<file path="config.mk">
export PLATFORM = sky130hd
export DESIGN_NAME = integer_stack_engine
export DESIGN_NICKNAME = d
export VERILOG_FILES = /design/src/ise_pkg.sv /design/src/ise_ram.sv /design/src/ise_ctrl.sv /design/src/integer_stack_engine.sv
export SDC_FILE = /design/constraint.sdc
export NUM_CORES = 2
export LEC_CHECK = 0
export ABC_AREA = 0
export BUFFER_PORTS_ARGS = -buffer_cell sky130_fd_sc_hd__buf_2
export CAP_MARGIN = 20
export CORE_AREA = 2 2 450 452
export CTS_CLUSTER_SIZE = 16
export DETAILED_ROUTE_END_ITERATION = 6
export DIE_AREA = 0 0 452 454
export PLACE_DENSITY = 0.64
export REMOVE_ABC_BUFFERS = 1
export SLEW_MARGIN = 20
export SYNTH_ARGS = -nofsm -noshare
export SYNTH_HDL_FRONTEND = slang
export SYNTH_HIERARCHICAL = 1
export SYNTH_SLANG_ARGS = --single-unit
</file>
<file path="constraint.sdc">
create_clock -name clock -period 9.4 [get_ports clock]
set_input_delay 0 -clock clock [delete_from_list [all_inputs] [get_ports clock]]
set_output_delay 0 -clock clock [all_outputs]
set_load 0.01 [all_outputs]
</file>
<file path="src/ise_pkg.sv">
// ----------------------------------------------------------------------------
// ise_pkg
// Shared types and constants for the integer stack engine: stack sizing,
// instruction and status codes, controller states and the result record.
// ----------------------------------------------------------------------------
package ise_pkg;

   // stack sizing
   localparam int STACK_DEPTH = 64;
   localparam int CNT_W       = $clog2(STACK_DEPTH + 1);
   localparam int ADDR_W      = $clog2(STACK_DEPTH);
   localparam int DATA_W      = 32;
   localparam int KIND_W      = 3;
   localparam int STATUS_W    = 2;

   // instruction codes
   typedef enum logic [KIND_W-1:0] {
      KIND_PUSH  = 3'd0,
      KIND_PRINT = 3'd1,
      KIND_PEEK  = 3'd2,
      KIND_POP   = 3'd3,
      KIND_SUB   = 3'd4
   } kind_type;

   // status codes
   typedef enum logic [STATUS_W-1:0] {
      STAT_OK    = 2'd0,
      STAT_EMPTY = 2'd1,
      STAT_SHORT = 2'd2,
      STAT_FULL  = 2'd3
   } status_type;

   // controller states
   typedef enum logic [1:0] {
      ST_IDLE,
      ST_POP_WAIT,
      ST_SUB_WAIT,
      ST_PRINT_EMIT
   } state_type;

   // one result item
   typedef struct packed {
      logic signed [DATA_W-1:0] value;
      logic                     has_value;
      status_type               status;
      logic                     last;
   } rsp_type;

endpackage

</file>
<file path="src/ise_ram.sv">
// ----------------------------------------------------------------------------
// ise_ram
// Generic single-port-write, single-port-read RAM with a registered read.
// Read data holds until the next read is issued.
// ----------------------------------------------------------------------------
module ise_ram #(
   parameter int WIDTH = 32,
   parameter int DEPTH = 64
) (
   input  logic                     clock,
   input  logic                     we,
   input  logic [$clog2(DEPTH)-1:0] waddr,
   input  logic [WIDTH-1:0]         wdata,
   input  logic                     re,
   input  logic [$clog2(DEPTH)-1:0] raddr,
   output logic [WIDTH-1:0]         rdata
);

   logic [WIDTH-1:0] mem_ff [DEPTH];
   logic [WIDTH-1:0] rdata_ff;

   // write port
   always_ff @(posedge clock) begin
      if (we) begin
         mem_ff[waddr] <= wdata;
      end
   end

   // registered read port
   always_ff @(posedge clock) begin
      if (re) begin
         rdata_ff <= mem_ff[raddr];
      end
   end

   assign rdata = rdata_ff;

endmodule

</file>
<file path="src/ise_ctrl.sv">
// ----------------------------------------------------------------------------
// ise_ctrl
// Instruction sequencer. Holds the top entry and entry count in registers,
// the entries below the top in the stack RAM. Pop and subtract fetch any new
// top from RAM; print all walks the RAM one entry per cycle unless stalled.
// ----------------------------------------------------------------------------
module ise_ctrl (
   input  logic                                  clock,
   input  logic                                  reset,
   // request side
   input  logic                                  req_valid,
   output logic                                  req_stall,
   input  logic [ise_pkg::KIND_W-1:0]            req_kind,
   input  logic signed [ise_pkg::DATA_W-1:0]     req_operand,
   // result register handshake
   input  logic                                  slot_free,
   output logic                                  rsp_load,
   output ise_pkg::rsp_type                      rsp_data,
   // stack RAM
   output logic                                  ram_we,
   output logic [ise_pkg::ADDR_W-1:0]            ram_waddr,
   output logic [ise_pkg::DATA_W-1:0]            ram_wdata,
   output logic                                  ram_re,
   output logic [ise_pkg::ADDR_W-1:0]            ram_raddr,
   input  logic [ise_pkg::DATA_W-1:0]            ram_rdata
);

   ise_pkg::state_type                   state_ff, state_in;
   logic [ise_pkg::CNT_W-1:0]            count_ff, count_in;
   logic signed [ise_pkg::DATA_W-1:0]    top_ff, top_in;
   logic [ise_pkg::ADDR_W-1:0]           idx_ff, idx_in;
   logic [ise_pkg::CNT_W-1:0]            n_m1;
   logic [ise_pkg::CNT_W-1:0]            n_m2;

   // control state
   always_ff @(posedge clock) begin
      if (reset) begin
         state_ff <= ise_pkg::ST_IDLE;
         count_ff <= '0;
      end else begin
         state_ff <= state_in;
         count_ff <= count_in;
      end
   end

   // cached top and print index
   always_ff @(posedge clock) begin
      top_ff <= top_in;
      idx_ff <= idx_in;
   end

   assign n_m1 = count_ff - ise_pkg::CNT_W'(1);
   assign n_m2 = count_ff - ise_pkg::CNT_W'(2);

   // next state and outputs
   always_comb begin
      state_in           = state_ff;
      count_in           = count_ff;
      top_in             = top_ff;
      idx_in             = idx_ff;
      req_stall          = 1'b1;
      rsp_load           = 1'b0;
      rsp_data.value     = '0;
      rsp_data.has_value = 1'b0;
      rsp_data.status    = ise_pkg::STAT_OK;
      rsp_data.last      = 1'b1;
      ram_we             = 1'b0;
      ram_waddr          = n_m1[ise_pkg::ADDR_W-1:0];
      ram_wdata          = top_ff;
      ram_re             = 1'b0;
      ram_raddr          = n_m2[ise_pkg::ADDR_W-1:0];

      unique case (state_ff)
         ise_pkg::ST_IDLE: begin
            req_stall = !slot_free;
            if (req_valid && slot_free) begin
               unique case (req_kind)
                  ise_pkg::KIND_PUSH: begin
                     rsp_load = 1'b1;
                     if (count_ff == ise_pkg::CNT_W'(ise_pkg::STACK_DEPTH)) begin
                        rsp_data.status = ise_pkg::STAT_FULL;
                     end else begin
                        // old top spills into RAM
                        ram_we   = (count_ff != '0);
                        top_in   = req_operand;
                        count_in = count_ff + ise_pkg::CNT_W'(1);
                     end
                  end
                  ise_pkg::KIND_PRINT: begin
                     rsp_load = 1'b1;
                     if (count_ff != '0) begin
                        rsp_data.value     = top_ff;
                        rsp_data.has_value = 1'b1;
                        rsp_data.last      = (count_ff == ise_pkg::CNT_W'(1));
                        if (count_ff != ise_pkg::CNT_W'(1)) begin
                           // fetch the entry below the top
                           idx_in   = n_m2[ise_pkg::ADDR_W-1:0];
                           ram_re   = 1'b1;
                           state_in = ise_pkg::ST_PRINT_EMIT;
                        end
                     end
                  end
                  ise_pkg::KIND_PEEK: begin
                     rsp_load = 1'b1;
                     if (count_ff == '0) begin
                        rsp_data.status = ise_pkg::STAT_EMPTY;
                     end else begin
                        rsp_data.value     = top_ff;
                        rsp_data.has_value = 1'b1;
                     end
                  end
                  ise_pkg::KIND_POP: begin
                     rsp_load = 1'b1;
                     if (count_ff == '0) begin
                        rsp_data.status = ise_pkg::STAT_EMPTY;
                     end else begin
                        count_in = n_m1;
                        if (count_ff != ise_pkg::CNT_W'(1)) begin
                           ram_re   = 1'b1;
                           state_in = ise_pkg::ST_POP_WAIT;
                        end
                     end
                  end
                  ise_pkg::KIND_SUB: begin
                     rsp_load = 1'b1;
                     if (count_ff < ise_pkg::CNT_W'(2)) begin
                        rsp_data.status = ise_pkg::STAT_SHORT;
                     end else begin
                        count_in = n_m1;
                        ram_re   = 1'b1;
                        state_in = ise_pkg::ST_SUB_WAIT;
                     end
                  end
                  default: begin
                     // unknown instruction: no item, no change
                  end
               endcase
            end
         end
         ise_pkg::ST_POP_WAIT: begin
            top_in   = ram_rdata;
            state_in = ise_pkg::ST_IDLE;
         end
         ise_pkg::ST_SUB_WAIT: begin
            // second minus top, wrapping
            top_in   = ram_rdata - top_ff;
            state_in = ise_pkg::ST_IDLE;
         end
         ise_pkg::ST_PRINT_EMIT: begin
            if (slot_free) begin
               rsp_load           = 1'b1;
               rsp_data.value     = ram_rdata;
               rsp_data.has_value = 1'b1;
               rsp_data.last      = (idx_ff == '0);
               if (idx_ff == '0) begin
                  state_in = ise_pkg::ST_IDLE;
               end else begin
                  // prefetch the next entry down
                  idx_in    = idx_ff - ise_pkg::ADDR_W'(1);
                  ram_re    = 1'b1;
                  ram_raddr = idx_ff - ise_pkg::ADDR_W'(1);
               end
            end
         end
         default: begin
            state_in = ise_pkg::ST_IDLE;
         end
      endcase
   end

endmodule

</file>
<file path="src/integer_stack_engine.sv">
// ----------------------------------------------------------------------------
// integer_stack_engine
// Bounded LIFO stack machine on signed 32-bit integers.
// ----------------------------------------------------------------------------
// Executes one stack instruction per request item: push, print all, peek,
// pop and subtract. The top entry is held in a register and the rest of the
// stack in a 64-entry RAM with a registered read. Push, peek, pop of
// the last entry, print all on an empty or one-entry stack, every error and
// unknown codes finish in the idle state; pop with two or more entries and
// subtract pass through a wait state, since the new top comes back through
// the RAM read. Print all emits one item per cycle while the result side
// does not stall. Results are held in an output register, so a request is
// taken while the previous result still waits, as long as that register is
// free at the end of the cycle. Errors (empty, too short, full) are reported
// in status and leave the stack unchanged.
// ----------------------------------------------------------------------------
module integer_stack_engine (
   input  logic                                  clock,
   input  logic                                  reset,
   // request channel
   input  logic                                  req_valid,
   output logic                                  req_stall,
   input  logic [ise_pkg::KIND_W-1:0]            req_kind,
   input  logic signed [ise_pkg::DATA_W-1:0]     req_operand,
   // result channel
   output logic                                  rsp_valid,
   input  logic                                  rsp_stall,
   output logic signed [ise_pkg::DATA_W-1:0]     rsp_result_value,
   output logic                                  rsp_has_value,
   output logic [ise_pkg::STATUS_W-1:0]          rsp_status,
   output logic                                  rsp_last
);

   logic                          slot_free;
   logic                          rsp_load;
   ise_pkg::rsp_type              rsp_data;
   ise_pkg::rsp_type              rsp_ff;
   logic                          rsp_valid_ff, rsp_valid_in;
   logic                          ram_we;
   logic [ise_pkg::ADDR_W-1:0]    ram_waddr;
   logic [ise_pkg::DATA_W-1:0]    ram_wdata;
   logic                          ram_re;
   logic [ise_pkg::ADDR_W-1:0]    ram_raddr;
   logic [ise_pkg::DATA_W-1:0]    ram_rdata;

   // sequencer
   ise_ctrl u_ctrl (
      .clock       (clock),
      .reset       (reset),
      .req_valid   (req_valid),
      .req_stall   (req_stall),
      .req_kind    (req_kind),
      .req_operand (req_operand),
      .slot_free   (slot_free),
      .rsp_load    (rsp_load),
      .rsp_data    (rsp_data),
      .ram_we      (ram_we),
      .ram_waddr   (ram_waddr),
      .ram_wdata   (ram_wdata),
      .ram_re      (ram_re),
      .ram_raddr   (ram_raddr),
      .ram_rdata   (ram_rdata)
   );

   // entries below the top
   ise_ram #(
      .WIDTH (ise_pkg::DATA_W),
      .DEPTH (ise_pkg::STACK_DEPTH)
   ) u_stack_ram (
      .clock (clock),
      .we    (ram_we),
      .waddr (ram_waddr),
      .wdata (ram_wdata),
      .re    (ram_re),
      .raddr (ram_raddr),
      .rdata (ram_rdata)
   );

   // output register: free when empty or being taken this cycle
   assign slot_free    = !rsp_valid_ff || !rsp_stall;
   assign rsp_valid_in = rsp_load || (rsp_valid_ff && rsp_stall);

   always_ff @(posedge clock) begin
      if (reset) begin
         rsp_valid_ff <= 1'b0;
      end else begin
         rsp_valid_ff <= rsp_valid_in;
      end
   end

   always_ff @(posedge clock) begin
      if (rsp_load) begin
         rsp_ff <= rsp_data;
      end
   end

   assign rsp_valid        = rsp_valid_ff;
   assign rsp_result_value = rsp_ff.value;
   assign rsp_has_value    = rsp_ff.has_value;
   assign rsp_status       = rsp_ff.status;
   assign rsp_last         = rsp_ff.last;

endmodule

</file>
== Yosys cells after proc, flatten, opt, wreduce, memory -nomap -nowiden ==
Memory sizes are Yosys's and may differ from the RTL's. A register that Yosys moved wholly into a read port is not among the register bits.
Cells that the tools add are included.

* Register bits: 84
* Memories kept: 1
* Memory bits (writable): 2048
* Logic and storage cells: 129

{| class="wikitable"
|+ Memory list
! memory !! depth !! bits a word !! read ports !! clocked after memory_dff !! write ports !! line !! source
|-
| u_stack_ram.mem_ff || 64 || 32 || 1 || 1 || 1 || ise_ram.sv:19 || <nowiki>logic [WIDTH-1:0] mem_ff [DEPTH];</nowiki>
|}

* $lt $le $gt $ge: 1
* Mux-type cells: 62
* Reductions and logical operators: 23
* $add $sub $neg: 5
* Equality and inequality tests: 28

{| class="wikitable"
|+ Operator list
! cell !! count
|-
| $pmux 33 s2 || 2
|-
| $mux 33 || 3
|-
| $mux 32 || 3
|-
| $pmux 32 s3 || 1
|-
| $mux 6 || 9
|-
| $mux 36 || 1
|-
| $sub 32x32->32 || 1
|-
| $mux 1 || 21
|-
| $mux 7 || 3
|-
| $pmux 7 s3 || 1
|-
| $mux 2 || 10
|-
| $pmux 2 s3 || 3
|-
| $ne 2x2->1 const B || 7
|-
| $pmux 6 s2 || 1
|-
| $ne 2x1->1 const B || 5
|-
| $ne 3x2->1 const B || 3
|-
| $reduce_and 9->1 || 1
|-
| $add 7x1->7 const B || 1
|-
| $eq 7x1->1 const B || 1
|-
| $eq 7x7->1 const B || 1
|-
| $logic_not 7->1 || 1
|-
| $lt 7x2->1 const B || 1
|-
| $ne 7x1->1 const B || 1
|-
| $reduce_and 7->1 || 1
|-
| other kinds (26) || 37
|}

== Depth between registers and ports, before layout ==
* Depth after elaboration: 7
* Mapped depth: 17

== Hierarchy ==
The synthesis kept the hierarchy.

{| class="wikitable"
|+ By module, submodules not included
! module !! cells an instance !! instances !! sequential area each (um2) !! area each (um2)
|-
| ise_ram || 3572 || 1 || 62459.9 || 79206.0
|-
| ise_ctrl || 680 || 1 || 1321.3 || 5292.6
|-
| integer_stack_engine || 40 || 1 || 1101.1 || 1113.6
|}

== Least setup slack after synthesis ==
Ideal clock, no wire load.

* Path type: register to register
* Start point: register u_ctrl.state_ff[0]
* End point: memory u_stack_ram.mem_ff[42][0] (enable)
* Arrival: 3.980 ns
* Stages on the path, launching flop included: 10
* Required time: 8.939 ns
* Path slack: 4.959 ns
* Cell sequence: dfxtp_1 > inv_1 > ha_1 > clkbuf_1 > nand3_1 > nor2_1 > and3_1 > clkbuf_1 > nand4b_1 > nor3_1

* Longest elaborated chain between the ends: 4

{| class="wikitable"
|+ Ends and longest elaborated chain
! item !! line !! source
|-
| from (decl) || ise_ctrl.sv:28 || <nowiki>ise_pkg::state_type state_ff, state_in;</nowiki>
|-
| from (signal assigned) || ise_ctrl.sv:38 || <nowiki>state_ff <= ise_pkg::ST_IDLE;</nowiki>
|-
| from (signal assigned) || ise_ctrl.sv:41 || <nowiki>state_ff <= state_in;</nowiki>
|-
| $logic_not 2->1 || ise_ctrl.sv:73 || <nowiki>unique case (state_ff)</nowiki>
|-
| $mux 1 || ise_ctrl.sv:73 ||
|-
| via ram_we || integer_stack_engine.sv:39 || <nowiki>logic ram_we;</nowiki>
|-
| $mux 1 || ise_ram.sv:24 || <nowiki>if (we) begin</nowiki>
|-
| $mux 1 (not written as such) || ise_ram.sv:25 || <nowiki>mem_ff[waddr] <= wdata;</nowiki>
|-
| to (decl) || ise_ram.sv:19 ||
|}

The timed path passes the listed nets, and every way through them passes these cells.

== Worst setup path after layout ==
* Start point: register u_ctrl.state_ff[0]
* End point: register u_stack_ram.rdata_ff[9] (netlist: u_stack_ram/rdata[9]), read port of u_stack_ram.mem_ff, data pin

* Longest elaborated chain between the ends: 2
* Elaborated cells on any way between the ends: 4

{| class="wikitable"
|+ Ends and longest elaborated chain
! item !! line !! source
|-
| $eq 2x2->1 || ise_ctrl.sv:73 ||
|-
| $mux 6 || ise_ctrl.sv:73 ||
|-
| via ram_raddr, one bit || integer_stack_engine.sv:43 || <nowiki>logic [ise_pkg::ADDR_W-1:0] ram_raddr;</nowiki>
|-
| to (decl) || ise_ram.sv:20 || <nowiki>logic [WIDTH-1:0] rdata_ff;</nowiki>
|}

The timed path passes the listed nets, and every way through them passes these cells.
A chain may end at the register's enable or synchronous reset.

==> impl.org <==
** Placement
- Final weighted congestion in routability-driven placement :: 0.885
- Buffers placed on the I/O ports in this run total 76.
- HPWL reported at the end of detailed placement :: 135,000 um

** STA
- Max Clk Rate :: 163 MHz
- Worst slew margin relative to its limit :: 13.2%
- Unrepaired setup endpoints after global routing :: false
- Count of final setup violators :: 0
- After layout, the worst path uses 65.3% of the clock period.
- The final number of max-transition violations came to 0.
- Hold Vio Cnt, Final :: 0
- The worst path needs 6.13 ns of the cycle, external delays included.
- For the pin with the worst max-slew slack, the measured transition is 1.29 ns.
- The clock arrives with 0.0221 ns of skew.
- Setup TNS :: 0 ns

** Drt
- Drc violations :: 0
- The first TritonRoute pass finished after 6 iterations.
- Iteration-0 DRC Markers :: 6,384
- Routed wire length :: 241,000 um
- The routed layout has 45.4k vias.
- Wire length per cell after detailed routing :: 32.8 um
- In the routed layout, each cell is associated on average with a via count of 6.17.
- The detail route stage leaves a number of antenna-violating nets equal to 0.

** Yosys
- Summing the sequential cell areas from Yosys gives 75.8% of the chip area.
- Summed instance area of the synthesized netlist :: 0.0856 mm2
- Yosys mapped the design onto 76 distinct sky130hd cell types.
- A synthesized cell averages 19.9 um2.
- Of all flip-flops after synthesis, the portion carrying an async set or reset was 0%.
- After synthesis the netlist holds a flip-flop and latch count of 2,164.
- EDFF count, synth :: 2,154
- Among all flip-flop cells after synthesis, the most frequent one is sky130_fd_sc_hd__edfxtp_1.
- In the synthesized netlist, the number of instances is 4,292.
- During synthesis, Yosys emitted a total of 6 warnings.

** Setup path
- The critical path goes through ha_1, nand2_1, nor2_1, buf_4, nor2_1, a21oi_4, buf_4, buf_12, mux4_2, nor2b_1, a211oi_1, o22ai_1, and3_1.
- Slowest cell on the critical path :: sky130_fd_sc_hd__a211oi_1
- In this run the worst path has a maximum fanout of 96.
- Worst Path Class, Setup :: flop to flop
- Maximum cell stage delay along the critical path :: 0.66 ns
- STA puts the critical path data required time at 10.00 ns.
- STA puts the critical path data arrival time at 6.73 ns.
- STA classifies the critical path endpoint as a flop.
- Startpoint kind of the worst setup timing path :: flop

** Floorplan
- From left edge to right edge, the die measures 452 um.
- The initial utilization of the core area, before any placement, comes to 42.6%.
- The core region is 0.201 mm2.
- The floorplan step defined a die boundary enclosing 0.205 mm2.
- Count of pins on the block boundary :: 77
- The floorplan has 165 rows.
- Floorplan die height :: 454 um

** CTS
- For the worst-skew pair, the clock arrives at the later sink with an insertion delay of 0.85 ns.
- Number of instances resized during post-cts repair :: 0
- CTS placed an instance of sky130_fd_sc_hd__clkbuf_16 at the clock tree root.
- Clock tree synthesis inserted a total of 204 buffers.
- After clock tree synthesis, the clock-pin slew on the worst setup and hold paths is 0.07 ns.
- CTS sink cnt :: 2,164
- The H-tree generated during clock tree synthesis spans 4 levels.
- TritonCTS clock tree :: built
- Max Root-Sink Buffers :: 3

** Power
- Leakage component of the power :: 30.1 nW
- In this run the power density over the cells is 247 mW/mm2.
- Total power of the final layout :: 0.0239 W
- Cell internal power was estimated by the tool at 0.0174 W.
- IR Drop Worst-Case VDD :: 0.000206 V
- The share of total power dissipated in combinational logic is 16.7%.
- Switch share :: 27.2%
- Switching power of the nets :: 0.00651 W
- Sequential cells account for 49.3% of the total power.
- Clock power frac :: 34.1%

** GRT
- Largest net degree at the start of global routing :: 105
- The via count of the first global-routing pass is 44.1k.
- Final global-route overflow total :: 0
- The initial antenna violation count was 15.
- In the global route stage, overall resource usage came out at 23.4%.
- Wire length of the first global-routing pass :: 338,000 um

** Finish
- Number of filler instances in the final layout :: 16.2k
- In the final layout, the share of cells above drive strength 1 is 23.0%.
- Area growth syn-to-layout :: 13.2%
- Final layout net count :: 4,596

** Worst hold path
- Min-Delay Path Class :: primary input to flop

** Run
- The tool flagged a number of max-cap violations equal to 0.

** Run status
- Outcome :: complete, no violations
-- placed cells by master (no fill, tap or decap), types with 59 or more instances in the layout --
cell type                      n
sky130_fd_sc_hd__edfxtp_1   2154
sky130_fd_sc_hd__mux4_2      446
sky130_fd_sc_hd__clkbuf_16   207
sky130_fd_sc_hd__buf_4       140
sky130_fd_sc_hd__nand2_1     137
sky130_fd_sc_hd__mux2i_1     134
sky130_fd_sc_hd__nor2_1      127
sky130_fd_sc_hd__a22oi_1     122
sky130_fd_sc_hd__nand3_1      89
sky130_fd_sc_hd__buf_2        76
sky130_fd_sc_hd__o22ai_1      67
sky130_fd_sc_hd__o21ai_0      59
sky130_fd_sc_hd__nor2_4       59
-- registers in the layout (all words and copies together), names as in the netlist --
signal,flops
u_stack_ram/mem_ff,2048
rsp_result_value,32
u_ctrl/ram_wdata,32
u_stack_ram/rdata,32
u_ctrl/count_ff,7
u_ctrl/idx_ff,6
rsp_status,2
u_ctrl/state_ff,2
rsp_has_value,1
rsp_last,1
rsp_valid,1
-- layer usage --
| layer | up-vias | track usage, % | share of wire, % |
|---|---|---|---|
| li1 | 18274 | - | - |
| met2 | 2562 | 36.5 | 47 |
| met1 | 24165 | 32.8 | 40 |
| met3 | 380 | 4.61 | 9.5 |
| met5 | - | 0 | 0.016 |
| met4 | 6 | 8.75 | 4.2 |
-- kinds of logic (layout without fill, tap and decap cells) --
group | after synthesis | count (layout) | share of synthesized area [%]
AND/OR/NAND/NOR | 616 | 616 | 3.49
multiplexers | 606 | 606 | 13.6
flip-flops | 2164 | 2164 | 75.8
other | 0 | 15 | 0
XOR/XNOR | 46 | 46 | 0.471
buffers and inverters | 307 | 688 | 1.79
AO/OA/AOI/OAI | 509 | 509 | 4.17
adder cells (fa/ha/maj) | 44 | 44 | 0.652
-- what timing repair did --
| item | CTS | global route |
|---|---|---|
| setup endpoints to repair | 0 | 0 |
| hold endpoints to repair | 61 | 0 |
| hold buffers | 46 | 0 |
| buffers inserted | 0 | 0 |
-- cell type report --
type / count / area, um2 / area share (%)
Clock inverter: 118 / 1190 / 1.23
Sequential cell: 2164 / 64900 / 67.0
Clock buffer: 248 / 5340 / 5.52
Timing Repair Buffer: 271 / 2070 / 2.14
Multi-Input combinational cell: 1821 / 19800 / 20.5
Tap cell: 2672 / 3340 / 3.45
Antenna cell: 15 / 37.5 / 0.0387
Inverter: 51 / 191 / 0.198
-- power by group through the flow --
stage	combinational [W]	sequential [W]	clock, W
2_1_floorplan	0.00312	0.0125	0
3_3_place_gp	0.00385	0.0120	0
3_5_place_dp	0.00393	0.0120	0
4_1_cts	0.00396	0.0118	0.00825
5_1_grt	0.00422	0.0118	0.00860
6_report	0.00398	0.0118	0.00815
-- worst paths after layout --
kind | start | to | slack (ns) | cells after the start
worst min register to register | u_ctrl/state_ff[0] | u_ctrl/state_ff[0] | 0.52 | 2
worst max register to register | u_ctrl/state_ff[0] | u_stack_ram/rdata[9] | 3.27 | 13
worst max-delay path | u_ctrl/state_ff[0] | u_stack_ram/rdata[9] | 3.27 | 13
worst min-delay path | req_operand[0] | u_ctrl/ram_wdata[0] | 0.05 | 4
-- worst max-delay path: cells and delay by family, from the launching register on --
family                     cells  cell delay [ns]
muxes                          1             0.58
adders and majority gates      1             0.58
DFF                            1             0.38
buffers and inverters          3             1.49
AOI/OAI and AO/OA              3             1.59
and+or+nand+nor                5             1.09
-- metrics by stage --
stage               instances  hold WS [ns]  setup WS (ns)  util [%]  cell area (um2)
finish                   7360        0.0521           3.27      48.2            96900
global route             7349        0.0614           3.03      48.2            96900
CTS                      7344       0.00329           2.94      48.2            96800
detailed placement       6932         0.268           2.95      44.7            89800
global placement         6932         0.244           2.79      44.7            89800
floorplan                4036        0.0691         -43.60         -            84300
-- cell usage after synthesis (21+ instances only) --
cell type | n | area share [%]
sky130_fd_sc_hd__edfxtp_1 | 2154 | 76
sky130_fd_sc_hd__mux4_2 | 446 | 12
sky130_fd_sc_hd__nor2_1 | 188 | 0.82
sky130_fd_sc_hd__mux2i_1 | 137 | 1.6
sky130_fd_sc_hd__nand2_1 | 137 | 0.60
sky130_fd_sc_hd__clkbuf_1 | 134 | 0.59
sky130_fd_sc_hd__a22oi_1 | 122 | 1.1
sky130_fd_sc_hd__nand3_1 | 89 | 0.52
sky130_fd_sc_hd__o22ai_1 | 69 | 0.50
sky130_fd_sc_hd__o21ai_0 | 60 | 0.35
sky130_fd_sc_hd__a21oi_1 | 59 | 0.34
sky130_fd_sc_hd__nand4_1 | 53 | 0.39
sky130_fd_sc_hd__buf_2 | 52 | 0.30
sky130_fd_sc_hd__inv_1 | 49 | 0.21
sky130_fd_sc_hd__o221ai_1 | 45 | 0.46
sky130_fd_sc_hd__ha_1 | 43 | 0.63
sky130_fd_sc_hd__nor2b_1 | 33 | 0.24
sky130_fd_sc_hd__buf_4 | 25 | 0.22
sky130_fd_sc_hd__a31oi_1 | 23 | 0.17
sky130_fd_sc_hd__and3_1 | 23 | 0.17
sky130_fd_sc_hd__xnor2_1 | 23 | 0.24
sky130_fd_sc_hd__xor2_1 | 23 | 0.24
sky130_fd_sc_hd__mux2_2 | 22 | 0.29
sky130_fd_sc_hd__a211oi_1 | 21 | 0.18
Note: power is estimated with default switching activity, not from simulation.
